--- src/rtl/ctwa_pkg.sv ---
// Shared types and constants for the client table with aging.
// Used by the front end, the operation queue, the engine and the top level.
package ctwa_pkg;

   localparam int CMD_W     = 3;
   localparam int ID_W      = 31;
   localparam int IDX_W     = 4;
   localparam int TICK_W    = 32;
   localparam int TIMEOUT_W = 16;
   localparam int STATUS_W  = 4;
   localparam int TOTAL_W   = 5;

   localparam logic [TIMEOUT_W-1:0] TIMEOUT_RESET = 16'd35;

   localparam int QUEUE_DEPTH = 2;
   localparam int QPTR_W      = 1;

   localparam logic [CMD_W-1:0] CMD_HEARD  = 3'd0;
   localparam logic [CMD_W-1:0] CMD_FIND   = 3'd1;
   localparam logic [CMD_W-1:0] CMD_TICK   = 3'd2;
   localparam logic [CMD_W-1:0] CMD_SWEEP  = 3'd3;
   localparam logic [CMD_W-1:0] CMD_DELETE = 3'd4;

   typedef enum logic [2:0] {
      OP_HEARD,
      OP_FIND,
      OP_TICK,
      OP_SWEEP,
      OP_DELETE
   } op_type;

   typedef enum logic [STATUS_W-1:0] {
      ST_ADDED      = 4'd0,
      ST_REFRESHED  = 4'd1,
      ST_FULL       = 4'd2,
      ST_FOUND      = 4'd3,
      ST_NOT_FOUND  = 4'd4,
      ST_DELETED    = 4'd5,
      ST_BAD_INDEX  = 4'd6,
      ST_TIMED_OUT  = 4'd7,
      ST_SWEEP_DONE = 4'd8,
      ST_TICKED     = 4'd9
   } status_type;

   typedef enum logic [2:0] {
      S_IDLE,
      S_DISPATCH,
      S_SCAN,
      S_RESOLVE,
      S_SWEEP_READ,
      S_SWEEP_CHECK,
      S_GRAB,
      S_MOVE
   } state_type;

   typedef struct packed {
      op_type              op;
      logic [ID_W-1:0]     client_id;
      logic [IDX_W-1:0]    entry_index;
   } op_entry_type;

endpackage

--- src/rtl/client_table_with_aging_core.sv ---
// Top level of the client table with aging: timeout register and block wiring.
// Depends on ctwa_pkg, ctwa_front, ctwa_queue and ctwa_engine.
//
//   Port group   Direction  Handshake            Carries
//   req_*        in         req_valid/req_ready  cmd, client_id, entry_index
//   rsp_*        out        rsp_valid/rsp_ready  status, index, id, total, last
//   csr_*        in         csr_valid/csr_ready  timeout_ticks
//
// Heard and find scan the stored entries with one read of the id store per
// cycle. A sweep checks each stored entry and removes the expired ones.
// Reset is synchronous; the stores need no clearing pass after reset.
// A two-deep queue lets requests arrive while a response waits on rsp_ready.
module client_table_with_aging_core
   import ctwa_pkg::*;
#(
   parameter int MAX_ENTRIES = 16
)
(
   input  logic                  clock,
   input  logic                  reset,
   input  logic                  req_valid,
   output logic                  req_ready,
   input  logic [CMD_W-1:0]      req_cmd,
   input  logic [ID_W-1:0]       req_client_id,
   input  logic [IDX_W-1:0]      req_entry_index,
   output logic                  rsp_valid,
   input  logic                  rsp_ready,
   output logic [STATUS_W-1:0]   rsp_status,
   output logic [IDX_W-1:0]      rsp_result_index,
   output logic [ID_W-1:0]       rsp_result_id,
   output logic [TOTAL_W-1:0]    rsp_entry_total,
   output logic                  rsp_last,
   input  logic                  csr_valid,
   output logic                  csr_ready,
   input  logic [TIMEOUT_W-1:0]  csr_timeout_ticks
);

   logic [TIMEOUT_W-1:0]  timeout_ff;
   logic [TIMEOUT_W-1:0]  timeout_in;
   logic                  push;
   op_entry_type          push_entry;
   logic                  q_full;
   logic                  q_valid;
   op_entry_type          q_head;
   logic                  q_pop;

   assign csr_ready  = 1'b1;
   assign timeout_in = (csr_valid && csr_ready) ? csr_timeout_ticks : timeout_ff;

   always_ff @(posedge clock) begin
      if (reset) begin
         timeout_ff <= TIMEOUT_RESET;
      end else begin
         timeout_ff <= timeout_in;
      end
   end

   ctwa_front u_front (
      .clock           (clock),
      .reset           (reset),
      .req_valid       (req_valid),
      .req_ready       (req_ready),
      .req_cmd         (req_cmd),
      .req_client_id   (req_client_id),
      .req_entry_index (req_entry_index),
      .q_full          (q_full),
      .push            (push),
      .push_entry      (push_entry)
   );

   ctwa_queue u_queue (
      .clock      (clock),
      .reset      (reset),
      .push       (push),
      .push_entry (push_entry),
      .full       (q_full),
      .not_empty  (q_valid),
      .head       (q_head),
      .pop        (q_pop)
   );

   ctwa_engine #(
      .MAX_ENTRIES (MAX_ENTRIES)
   ) u_engine (
      .clock            (clock),
      .reset            (reset),
      .timeout_ticks    (timeout_ff),
      .q_valid          (q_valid),
      .q_head           (q_head),
      .q_pop            (q_pop),
      .rsp_valid        (rsp_valid),
      .rsp_ready        (rsp_ready),
      .rsp_status       (rsp_status),
      .rsp_result_index (rsp_result_index),
      .rsp_result_id    (rsp_result_id),
      .rsp_entry_total  (rsp_entry_total),
      .rsp_last         (rsp_last)
   );

`ifndef ASSERT_OFF
   a_no_push_when_full: assert property (@(posedge clock) disable iff (reset)
      push |-> !q_full)
      else $error("Request pushed into a full queue.");

   a_timeout_not_last: assert property (@(posedge clock) disable iff (reset)
      (rsp_valid && (rsp_status == ST_TIMED_OUT)) |-> !rsp_last)
      else $error("Timed-out response marked as last.");

   a_added_at_end: assert property (@(posedge clock) disable iff (reset)
      (rsp_valid && (rsp_status == ST_ADDED))
         |-> (rsp_result_index == IDX_W'(rsp_entry_total - 5'd1)))
      else $error("Added entry is not the last slot of the table.");

   a_pop_needs_entry: assert property (@(posedge clock) disable iff (reset)
      q_pop |-> q_valid)
      else $error("Engine popped an empty queue.");
`endif

endmodule

--- src/rtl/ctwa_front.sv ---
// Request front end: decodes the command and drops unused codes.
// Depends on ctwa_pkg; feeds ctwa_queue.
module ctwa_front
   import ctwa_pkg::*;
(
   input  logic                clock,
   input  logic                reset,
   input  logic                req_valid,
   output logic                req_ready,
   input  logic [CMD_W-1:0]    req_cmd,
   input  logic [ID_W-1:0]     req_client_id,
   input  logic [IDX_W-1:0]    req_entry_index,
   input  logic                q_full,
   output logic                push,
   output op_entry_type        push_entry
);

   logic   legal;
   op_type op;
   logic   seen_ff;
   logic   seen_in;

   always_comb begin
      legal = 1'b1;
      op    = OP_HEARD;
      unique case (req_cmd)
         CMD_HEARD:  op = OP_HEARD;
         CMD_FIND:   op = OP_FIND;
         CMD_TICK:   op = OP_TICK;
         CMD_SWEEP:  op = OP_SWEEP;
         CMD_DELETE: op = OP_DELETE;
         default:    legal = 1'b0;
      endcase
   end

   assign req_ready              = !q_full;
   assign push                   = req_valid && req_ready && legal;
   assign push_entry.op          = op;
   assign push_entry.client_id   = req_client_id;
   assign push_entry.entry_index = req_entry_index;

   // Tracks whether any request has been taken since reset.
   assign seen_in = seen_ff || (req_valid && req_ready);

   always_ff @(posedge clock) begin
      if (reset) begin
         seen_ff <= 1'b0;
      end else begin
         seen_ff <= seen_in;
      end
   end

endmodule

--- src/rtl/ctwa_queue.sv ---
// Short operation queue between the front end and the engine.
// Depends on ctwa_pkg for the entry type and depth.
module ctwa_queue
   import ctwa_pkg::*;
(
   input  logic          clock,
   input  logic          reset,
   input  logic          push,
   input  op_entry_type  push_entry,
   output logic          full,
   output logic          not_empty,
   output op_entry_type  head,
   input  logic          pop
);

   op_entry_type        slots_ff [QUEUE_DEPTH];
   logic [QPTR_W-1:0]   wr_ptr_ff;
   logic [QPTR_W-1:0]   wr_ptr_in;
   logic [QPTR_W-1:0]   rd_ptr_ff;
   logic [QPTR_W-1:0]   rd_ptr_in;
   logic [QPTR_W:0]     fill_ff;
   logic [QPTR_W:0]     fill_in;

   assign full      = (fill_ff == (QPTR_W+1)'(QUEUE_DEPTH));
   assign not_empty = (fill_ff != '0);
   assign head      = slots_ff[rd_ptr_ff];

   always_comb begin
      wr_ptr_in = push ? wr_ptr_ff + 1'b1 : wr_ptr_ff;
      rd_ptr_in = pop ? rd_ptr_ff + 1'b1 : rd_ptr_ff;
      fill_in   = fill_ff + (QPTR_W+1)'(push) - (QPTR_W+1)'(pop);
   end

   always_ff @(posedge clock) begin
      if (reset) begin
         wr_ptr_ff <= '0;
         rd_ptr_ff <= '0;
         fill_ff   <= '0;
      end else begin
         wr_ptr_ff <= wr_ptr_in;
         rd_ptr_ff <= rd_ptr_in;
         fill_ff   <= fill_in;
      end
   end

   always_ff @(posedge clock) begin
      if (push) begin
         slots_ff[wr_ptr_ff] <= push_entry;
      end
   end

endmodule

--- src/rtl/ctwa_engine.sv ---
// Table engine: id and timestamp stores, tick counter, lookup, sweep and removal.
// Depends on ctwa_pkg; takes operations from ctwa_queue and drives the response register.
module ctwa_engine
   import ctwa_pkg::*;
#(
   parameter int MAX_ENTRIES = 16
)
(
   input  logic                  clock,
   input  logic                  reset,
   input  logic [TIMEOUT_W-1:0]  timeout_ticks,
   input  logic                  q_valid,
   input  op_entry_type          q_head,
   output logic                  q_pop,
   output logic                  rsp_valid,
   input  logic                  rsp_ready,
   output logic [STATUS_W-1:0]   rsp_status,
   output logic [IDX_W-1:0]      rsp_result_index,
   output logic [ID_W-1:0]       rsp_result_id,
   output logic [TOTAL_W-1:0]    rsp_entry_total,
   output logic                  rsp_last
);

   localparam int CW = $clog2(MAX_ENTRIES + 1);
   localparam int IW = (MAX_ENTRIES > 1) ? $clog2(MAX_ENTRIES) : 1;
   localparam int XW = (CW > IDX_W) ? CW : IDX_W;

   logic [ID_W-1:0]    id_store_ff    [MAX_ENTRIES];
   logic [TICK_W-1:0]  heard_store_ff [MAX_ENTRIES];
   logic [ID_W-1:0]    rd_id_ff;
   logic [TICK_W-1:0]  rd_heard_ff;
   logic [IW-1:0]      rd_addr;
   logic [IW-1:0]      wr_addr;
   logic               wr_id_en;
   logic               wr_heard_en;
   logic [ID_W-1:0]    wr_id;
   logic [TICK_W-1:0]  wr_heard;

   state_type          state_ff, state_in;
   op_entry_type       cur_ff, cur_in;
   logic [CW-1:0]      count_ff, count_in;
   logic [TICK_W-1:0]  now_ff, now_in;
   logic [CW-1:0]      scan_ff, scan_in;
   logic               pend_ff, pend_in;
   logic [IW-1:0]      pend_idx_ff, pend_idx_in;
   logic [CW-1:0]      slot_ff, slot_in;
   logic               hit_ff, hit_in;
   logic [ID_W-1:0]    gone_ff, gone_in;

   logic               rsp_valid_ff;
   logic [STATUS_W-1:0] rsp_status_ff;
   logic [IDX_W-1:0]   rsp_index_ff;
   logic [ID_W-1:0]    rsp_id_ff;
   logic [TOTAL_W-1:0] rsp_total_ff;
   logic               rsp_last_ff;

   logic               out_free;
   logic               emit;
   status_type         e_status;
   logic [IDX_W-1:0]   e_index;
   logic [ID_W-1:0]    e_id;
   logic [CW-1:0]      e_total;
   logic               e_last;

   logic [IW-1:0]      last_slot;
   logic [TICK_W-1:0]  age;
   logic               expired;
   logic               index_ok;
   logic               table_full;

   assign out_free   = !rsp_valid_ff || rsp_ready;
   assign last_slot  = IW'(count_ff - CW'(1));
   assign age        = now_ff - rd_heard_ff;
   assign expired    = (age >= TICK_W'(timeout_ticks));
   assign index_ok   = (XW'(cur_ff.entry_index) < XW'(count_ff));
   assign table_full = (count_ff == CW'(MAX_ENTRIES));

   always_comb begin
      state_in    = state_ff;
      cur_in      = cur_ff;
      count_in    = count_ff;
      now_in      = now_ff;
      scan_in     = scan_ff;
      pend_in     = pend_ff;
      pend_idx_in = pend_idx_ff;
      slot_in     = slot_ff;
      hit_in      = hit_ff;
      gone_in     = gone_ff;
      q_pop       = 1'b0;
      rd_addr     = '0;
      wr_addr     = slot_ff[IW-1:0];
      wr_id_en    = 1'b0;
      wr_heard_en = 1'b0;
      wr_id       = rd_id_ff;
      wr_heard    = rd_heard_ff;
      emit        = 1'b0;
      e_status    = ST_TICKED;
      e_index     = '0;
      e_id        = '0;
      e_total     = count_ff;
      e_last      = 1'b1;

      unique case (state_ff)
         S_IDLE: begin
            if (q_valid) begin
               q_pop    = 1'b1;
               cur_in   = q_head;
               state_in = S_DISPATCH;
            end
         end

         S_DISPATCH: begin
            unique case (cur_ff.op)
               OP_HEARD, OP_FIND: begin
                  scan_in  = '0;
                  pend_in  = 1'b0;
                  state_in = S_SCAN;
               end
               OP_TICK: begin
                  if (out_free) begin
                     now_in   = now_ff + TICK_W'(1);
                     emit     = 1'b1;
                     e_status = ST_TICKED;
                     state_in = S_IDLE;
                  end
               end
               OP_SWEEP: begin
                  slot_in  = '0;
                  state_in = S_SWEEP_READ;
               end
               OP_DELETE: begin
                  if (index_ok) begin
                     rd_addr  = IW'(cur_ff.entry_index);
                     slot_in  = CW'(cur_ff.entry_index);
                     state_in = S_GRAB;
                  end else if (out_free) begin
                     emit     = 1'b1;
                     e_status = ST_BAD_INDEX;
                     e_index  = cur_ff.entry_index;
                     state_in = S_IDLE;
                  end
               end
               default: begin
                  state_in = S_IDLE;
               end
            endcase
         end

         S_SCAN: begin
            if (pend_ff && (rd_id_ff == cur_ff.client_id)) begin
               hit_in   = 1'b1;
               slot_in  = CW'(pend_idx_ff);
               state_in = S_RESOLVE;
            end else if (scan_ff < count_ff) begin
               rd_addr     = scan_ff[IW-1:0];
               pend_in     = 1'b1;
               pend_idx_in = scan_ff[IW-1:0];
               scan_in     = scan_ff + CW'(1);
            end else begin
               hit_in   = 1'b0;
               state_in = S_RESOLVE;
            end
         end

         S_RESOLVE: begin
            if (out_free) begin
               emit     = 1'b1;
               e_id     = cur_ff.client_id;
               state_in = S_IDLE;
               if (cur_ff.op == OP_FIND) begin
                  e_status = hit_ff ? ST_FOUND : ST_NOT_FOUND;
                  e_index  = hit_ff ? IDX_W'(slot_ff) : '0;
               end else if (hit_ff) begin
                  wr_heard_en = 1'b1;
                  wr_heard    = now_ff;
                  e_status    = ST_REFRESHED;
                  e_index     = IDX_W'(slot_ff);
               end else if (table_full) begin
                  e_status = ST_FULL;
               end else begin
                  wr_addr     = count_ff[IW-1:0];
                  wr_id_en    = 1'b1;
                  wr_heard_en = 1'b1;
                  wr_id       = cur_ff.client_id;
                  wr_heard    = now_ff;
                  count_in    = count_ff + CW'(1);
                  e_status    = ST_ADDED;
                  e_index     = IDX_W'(count_ff);
                  e_total     = count_ff + CW'(1);
               end
            end
         end

         S_SWEEP_READ: begin
            if (slot_ff < count_ff) begin
               rd_addr  = slot_ff[IW-1:0];
               state_in = S_SWEEP_CHECK;
            end else if (out_free) begin
               emit     = 1'b1;
               e_status = ST_SWEEP_DONE;
               state_in = S_IDLE;
            end
         end

         S_SWEEP_CHECK: begin
            if (expired) begin
               gone_in  = rd_id_ff;
               rd_addr  = last_slot;
               state_in = S_MOVE;
            end else begin
               slot_in  = slot_ff + CW'(1);
               state_in = S_SWEEP_READ;
            end
         end

         S_GRAB: begin
            gone_in  = rd_id_ff;
            rd_addr  = last_slot;
            state_in = S_MOVE;
         end

         S_MOVE: begin
            rd_addr = last_slot;
            if (out_free) begin
               wr_id_en    = 1'b1;
               wr_heard_en = 1'b1;
               count_in    = count_ff - CW'(1);
               emit        = 1'b1;
               e_index     = IDX_W'(slot_ff);
               e_id        = gone_ff;
               e_total     = count_ff - CW'(1);
               if (cur_ff.op == OP_SWEEP) begin
                  e_status = ST_TIMED_OUT;
                  e_last   = 1'b0;
                  state_in = S_SWEEP_READ;
               end else begin
                  e_status = ST_DELETED;
                  state_in = S_IDLE;
               end
            end
         end

         default: begin
            state_in = S_IDLE;
         end
      endcase
   end

   always_ff @(posedge clock) begin
      if (reset) begin
         state_ff     <= S_IDLE;
         count_ff     <= '0;
         now_ff       <= '0;
         pend_ff      <= 1'b0;
         rsp_valid_ff <= 1'b0;
      end else begin
         state_ff <= state_in;
         count_ff <= count_in;
         now_ff   <= now_in;
         pend_ff  <= pend_in;
         if (emit) begin
            rsp_valid_ff <= 1'b1;
         end else if (rsp_ready) begin
            rsp_valid_ff <= 1'b0;
         end
      end
   end

   always_ff @(posedge clock) begin
      cur_ff      <= cur_in;
      scan_ff     <= scan_in;
      pend_idx_ff <= pend_idx_in;
      slot_ff     <= slot_in;
      hit_ff      <= hit_in;
      gone_ff     <= gone_in;
      if (emit) begin
         rsp_status_ff <= e_status;
         rsp_index_ff  <= e_index;
         rsp_id_ff     <= e_id;
         rsp_total_ff  <= TOTAL_W'(e_total);
         rsp_last_ff   <= e_last;
      end
   end

   always_ff @(posedge clock) begin
      if (wr_id_en) begin
         id_store_ff[wr_addr] <= wr_id;
      end
      if (wr_heard_en) begin
         heard_store_ff[wr_addr] <= wr_heard;
      end
      rd_id_ff    <= id_store_ff[rd_addr];
      rd_heard_ff <= heard_store_ff[rd_addr];
   end

   assign rsp_valid        = rsp_valid_ff;
   assign rsp_status       = rsp_status_ff;
   assign rsp_result_index = rsp_index_ff;
   assign rsp_result_id    = rsp_id_ff;
   assign rsp_entry_total  = rsp_total_ff;
   assign rsp_last         = rsp_last_ff;

endmodule
--- config.mk ---
export PLATFORM = sky130hd
export DESIGN_NAME = client_table_with_aging_core
export DESIGN_NICKNAME = d
export VERILOG_FILES = /design/src/rtl/ctwa_pkg.sv /design/src/rtl/client_table_with_aging_core.sv /design/src/rtl/ctwa_front.sv /design/src/rtl/ctwa_queue.sv /design/src/rtl/ctwa_engine.sv
export SDC_FILE = /design/constraint.sdc
export NUM_CORES = 2
export LEC_CHECK = 0
export ABC_AREA = 1
export BUFFER_PORTS_ARGS = -buffer_cell sky130_fd_sc_hd__buf_4
export CAP_MARGIN = 20
export CORE_MARGIN = 2
export CORE_UTILIZATION = 30
export CTS_CLUSTER_SIZE = 8
export DETAILED_ROUTE_END_ITERATION = 7
export SYNTH_ARGS = -nofsm -noshare
export SYNTH_HDL_FRONTEND = slang
export SYNTH_SLANG_ARGS = --single-unit
--- constraint.sdc ---
create_clock -name clock -period 5.05 [get_ports clock]
set_clock_uncertainty 0.2 [all_clocks]
set_input_delay 0.505 -clock clock [delete_from_list [all_inputs] [get_ports clock]]
set_output_delay 0.505 -clock clock [all_outputs]
set_load 0.01 [all_outputs]
[Word-level counts from Yosys, hierarchy flattened]
Memories as Yosys holds them, arrays and structs flattened. A register that Yosys moved wholly into a read port is not among the register bits.
Index checks and enable logic that the tools add are counted.
Word-level totals
  output and inout port bits: 48
  RAM bits: 1084
  input bits: 59
  logic and storage cells: 202
  memories kept: 3
  bits in registers: 153
Cells by class
  order comparisons: 4
  reduce and logical (&&, ||, !) cells: 27
  bitwise gates (word level): 1
  add/subtract/negate cells: 10
  eq/ne operators: 30
  multiplexer cells: 108
Memory list
  u_engine.heard_store_ff: depth 16, width 32, read ports 1, clocked after Yosys merged registers in 1, wr ports 1, RTL line ctwa_engine.sv:29  | logic [TICK_W-1:0] heard_store_ff [MAX_ENTRIES];
  u_engine.id_store_ff: depth 16, width 31, read ports 1, clocked after Yosys merged registers in 1, wr ports 1, RTL line ctwa_engine.sv:28  | logic [ID_W-1:0] id_store_ff [MAX_ENTRIES];
  u_queue.slots_ff: depth 2, width 38, read ports 1, clocked after Yosys merged registers in 1, wr ports 1, RTL line ctwa_queue.sv:16  | op_entry_type slots_ff [QUEUE_DEPTH];
Operator list (number)
  two-way mux 31 bit: 8
  two-way mux 32 bit: 5
  one-hot mux 31 bit (2 select lines): 2
  two-way mux 4 bit: 28
  two-way mux 5 bit: 11
  adder 32 x 1 -> 32 bit (second input constant): 1
  >= comparator 32 x 16 -> 1 bit: 1
  subtractor 32 bit: 1
  equality test 31 bit: 1
  one-hot mux 5 bit (2 select lines): 3
  two-way mux 1 bit: 27
  two-way mux 3 bit: 9
  one-hot mux 3 bit (4 select lines): 2
  one-hot mux 3 bit (8 select lines): 1
  one-hot mux 4 bit (5 select lines): 1
  equality test 3 x 2 -> 1 bit (second input constant): 6
  equality test 3 bit (second input constant): 6
  one-hot mux 4 bit (4 select lines): 1
  adder 5 x 1 -> 5 bit (second input constant): 3
  one-hot mux 5 bit (3 select lines): 1
  one-hot mux 4 bit (3 select lines): 1
  < comparator 5 bit: 2
  != test 2 x 1 -> 1 bit (second input constant): 5
  equality test 3 x 1 -> 1 bit (second input constant): 3
  other kinds (26): 51

[Depth between registers and ports, before layout]
  word-level depth: 8
  mapped depth: 32
  gate-level depth less buffers: 30

[Modules after synthesis]
Synthesis repeated with hierarchy kept, for this count alone.
Unflattened totals
  cell total of the unflattened synthesis: 6383
  area total of the unflattened synthesis: 62580.0 um^2
By module, submodules not included
  ctwa_engine: area each 58558.7 um^2, instances 1, cells an instance 6090
  ctwa_queue: area each 3047.9 um^2, instances 1, cells an instance 149
  client_table_with_aging_core: area each 663.1 um^2, instances 1, cells an instance 98
  ctwa_front: area each 310.3 um^2, instances 1, cells an instance 46

[Worst setup path before layout]
No wires, ideal clock.
  kind: register -> register
  start point: register u_engine.count_ff[3]
  end point: register u_engine.rsp_total_ff[0] (netlist: u_engine.rsp_entry_total[0]), enable pin
  arrival time: 3.747 ns
  cell stages (with the launch flop): 7
  slack: 0.638 ns
  path buffers: 0
  data required time: 4.384 ns
  period minus slack after synthesis: 4.412 ns
  cells stage by stage: dfxtp_1 > clkinv_1 > ha_1 > nand4_1 > o221ai_1 > nand2_1 > o2111ai_1
On the way
  word-level cells in the longest chain between the ends: 4
  elaborated cells on any way between the ends: 6
RTL lines
  start, declared: RTL line ctwa_engine.sv:41  | logic [CW-1:0] count_ff, count_in;
  start signal, assigned: RTL line ctwa_engine.sv:258  | count_ff <= count_in;
  < comparator 4 x 5 -> 1 bit: RTL line ctwa_engine.sv:75  | assign index_ok = (XW'(cur_ff.entry_index) < XW'(count_ff));
  two-way mux 1 bit: RTL line ctwa_engine.sv:132  | if (index_ok) begin
  one-hot mux 1 bit (2 select lines): RTL line ctwa_engine.sv:113  | unique case (cur_ff.op)
  one-hot mux 1 bit (3 select lines) (*): RTL line ctwa_engine.sv:103  | unique case (state_ff)
  net u_engine.emit: RTL line ctwa_engine.sv:58  | logic emit;
  end signal, assigned: RTL line ctwa_engine.sv:280  | rsp_total_ff <= TOTAL_W'(e_total);
  end, declared: RTL line ctwa_engine.sv:54  | logic [TOTAL_W-1:0] rsp_total_ff;
The timed path passes the listed nets; every way through them passes the cells marked *.
A chain may end at the register's enable or synchronous reset.

[Worst setup path in the final report]
  start point: register u_engine.rd_heard_ff[12], read port of u_engine.heard_store_ff
  end point: register u_engine.rd_heard_ff[11], read port of u_engine.heard_store_ff
On the way
  word-level cells in the longest chain between the ends: 4
RTL lines
  start, declared: RTL line ctwa_engine.sv:31  | logic [TICK_W-1:0] rd_heard_ff;
  subtractor 32 bit: RTL line ctwa_engine.sv:73  | assign age = now_ff - rd_heard_ff;
  >= comparator 32 x 16 -> 1 bit: RTL line ctwa_engine.sv:74  | assign expired = (age >= TICK_W'(timeout_ticks));
  two-way mux 4 bit: RTL line ctwa_engine.sv:206  | if (expired) begin
  one-hot mux 4 bit (5 select lines): RTL line ctwa_engine.sv:103
Every way passes these cells.

==> reports/results.ini <==
[synth]
synth_enable_flop_cells = 1213
ys_seq_elements = 1338
synthesis.nets = 6188
synth_ff_type = sky130_fd_sc_hd__edfxtp_1
yosysMostFrequentCell = sky130_fd_sc_hd__nand2_1
yosys.cell_types.count = 52
fraction_of_synthesized_cell_area_taken_by_the_top_area_cell_type_pct = 60.1
synth-warning-count = 0
synth.area.top_cells = sky130_fd_sc_hd__edfxtp_1 (60%), sky130_fd_sc_hd__nand3_1 (9.8%), sky130_fd_sc_hd__nand2_1 (8.1%), sky130_fd_sc_hd__inv_1 (6.3%), sky130_fd_sc_hd__dfxtp_1 (4.1%)
cell_area_synth_mm2 = 0.0606
synth.cells.most_frequent = sky130_fd_sc_hd__nand2_1 (1306), sky130_fd_sc_hd__edfxtp_1 (1213), sky130_fd_sc_hd__nand3_1 (1191)
synth_cells = 6062
syn_area_per_cell_um2 = 10.0
netlist.top_cell.by_area = sky130_fd_sc_hd__edfxtp_1
fraction_of_the_yosys_area_taken_by_sequential_cells_pct = 64.2
synth-async-reset-ratio_pct = 0

[sta]
slew_headroom_pct = 35.9
setup_viol_count_final = 0
layout_worst_path_cycle_share_pct = 96.5
worst_pin_slew_ns = 0.959
finalHoldViolations = 0
slew_violations = 0
final_period_minus_worst_setup_slack_ns = 4.87
max_freq_mhz = 205

[clocking]
cts-buffers-inserted = 186
cts-root-to-sink-buffers = 3
clock_tree_sinks = 1338
clk_pin_slew_worst_paths_ns = 0.06
clk_latency_ns = 0.80
cts-root-buf = sky130_fd_sc_hd__clkbuf_16
tritoncts = yes
clock_tree.htree_level_count = 4

[place]
gp_congestion = 0.898
placed_cells_incl_taps = 8710
buffer_ports.inserted = 105
place.detailed.hpwl_um = 94300

[layout]
multi_input_area_mm2 = 0.0169
filler_cell_count = 19700
layout.cells.non_filler = 9130
area.sequential_mm2 = 0.0389
synthToLayoutAreaGrowth_pct = 19.8
drive_gt1_share_pct = 9.24
number_of_nets_in_the_final_layout = 6461

[run]
max_cap_violations = 0

[floorplanning]
fp.dieH_um = 453
floorplan.die_area_mm2 = 0.206
num_io_pins = 107
initial_utilization_pct = 30.3
placeableCoreArea_mm2 = 0.200
std_cell_rows = 164
horizontal_extent_of_the_die_um = 453

[global_routing]
grt_max_degree = 127
grt_pass1_vias = 42100
number_of_antenna_violations_at_the_first_check_in_global_routing = 2
grt_overflow_total = 0
global_route_wire_length_before_repair_um = 254000
grt_usage_pct = 16.0

[critical_path]
worst-r2r-setup-slack_ns = 0.18
worst_ep_arrival_time_ns = 5.29
crit_top_cell = sky130_fd_sc_hd__nand3_1
worstSetupPathType = flop to flop
timing.critical_path.slowest_cell_delay_ns = 0.38
crit_path_max_fanout = 20
critPathLaunchType = flop
crit_path_end_kind = flop
crit_slowest_cell = sky130_fd_sc_hd__ha_1
worstPathRequired_ns = 5.47

[power]
power.ir.vdd_worst_uv = 344
p_total_w = 0.0302
pwr_density_cell_mw_per_mm2 = 416
leakagePower_nw = 29.2

[routing]
via_per_inst = 4.85
via_count = 44300
drc = 0
totalWireLength_um = 173000
route.antenna.remaining_nets = 0
route.detailed.wl_per_inst_um = 18.9
drt-pass1-iter-count = 5
dr.first_iter.drc_count = 4304

[run_status]
status = finished clean

[min_path]
worst_hold_path_type = input pin to flop

[worst paths after layout]
check,start,to,cells past startpoint
max reg2reg,u_engine.rd_heard_ff[12],u_engine.rd_heard_ff[11],27
max,u_engine.rd_heard_ff[12],u_engine.rd_heard_ff[11],27
min,reset,u_engine.now_ff[31],3
min reg2reg,u_engine.rd_id_ff[18],u_engine.gone_ff[18],0
[final cells by class]
| type | count | share of cell area [%] |
|---|---|---|
| timing repair buffer | 382 | 5.69 |
| tap | 2656 | 4.58 |
| multi-input combinational | 3396 | 23.3 |
| inverter | 1031 | 5.35 |
| clock inverter | 13 | 0.312 |
| clock buffer | 313 | 7.17 |
| antenna | 1 | 0.00345 |
| sequential | 1338 | 53.6 |
[critical path: cells and delay by family, from the launching register on]
family	cells	cell delay, ns
AO/OA/AOI/OAI	2	0.35
XOR/XNOR	1	0.22
adder cells (fa/ha/maj)	2	0.66
buffers and inverters	3	0.50
flip-flops	1	0.33
AND/OR/NAND/NOR	19	2.45
[state kept, by name, indices dropped and copies added, names as in the netlist, 5 cells and up]
name / count
u_engine.heard_store_ff: 512
u_engine.rsp_entry_total: 5
u_engine.gone_ff: 31
u_engine.rsp_result_id: 31
u_engine.id_store_ff: 496
u_engine.slot_ff: 5
u_engine.now_ff: 32
timeout_ff: 16
u_engine.count_ff: 5
u_engine.rd_heard_ff: 32
u_engine.scan_ff: 5
u_engine.cur_ff: 38
u_queue.slots_ff: 76
u_engine.rd_id_ff: 31
[cells in the final DEF, fill, tap and decap left out, drive strengths merged, types with 30 or more instances in the layout]
master	synthesis	layout
nand2	1311	1313
edfxtp	1213	1213
nand3	1192	1192
inv	1029	1032
clkbuf	128	329
buf	171	304
nor2	215	215
nand3b	197	197
o21ai	141	141
dfxtp	125	125
a21oi	86	86
ha	66	66
dlygate4sd3	0	62
nor3	49	49
nand4	30	30
[report_power, final]
part	switching, W	total [W]	internal [W]
clock network	0.00470	0.0117	0.00700
logic	0.00332	0.00478	0.00146
registers	0.000381	0.0137	0.0133
total	0.00840	0.0302	0.0218
[metrics by stage]
stage                     setup TNS (ns)  setup WS, ns  utilization, %  instance area [µm²]  hold WS (ns)
final                                  0         0.176            36.2                72600         0.105
after global routing            -0.00842      -0.00579            36.2                72600         0.121
after CTS                              0        0.0264            35.9                71900        0.0807
after detailed placement               0        0.0428            32.9                65800         0.248
after global placement                 0        0.0834            32.9                65800         0.243
after floorplan                        0         0.638               -                60600         0.208
[cells by family after synthesis]
logic type / share of synthesized area (%)
AND/OR/NAND/NOR: 22.9
flip-flops: 64.2
buffers and inverters: 8.60
AO/OA/AOI/OAI: 2.34
adder cells (fa/ha/maj): 1.40
XOR/XNOR: 0.477
other: 0.00619
multiplexers: 0.0165
[layer usage]
layer | track usage, % | up-vias | part of all wire, %
li1 | - | 20800 | -
met2 | 25.5 | 1788 | 46
met1 | 21.9 | 21500 | 43
met5 | 0 | - | 0
met4 | 5.58 | 0 | 2.8
met3 | 2.56 | 271 | 7.6
[timing repair]
item                       4_1_cts  5_1_grt
hold buffers                    62        0
setup endpoints to repair        0       63
hold endpoints to repair        94        0
gates resized for setup          0       26
setup buffers                    0       11
Note: power is estimated with default switching activity, not from simulation.
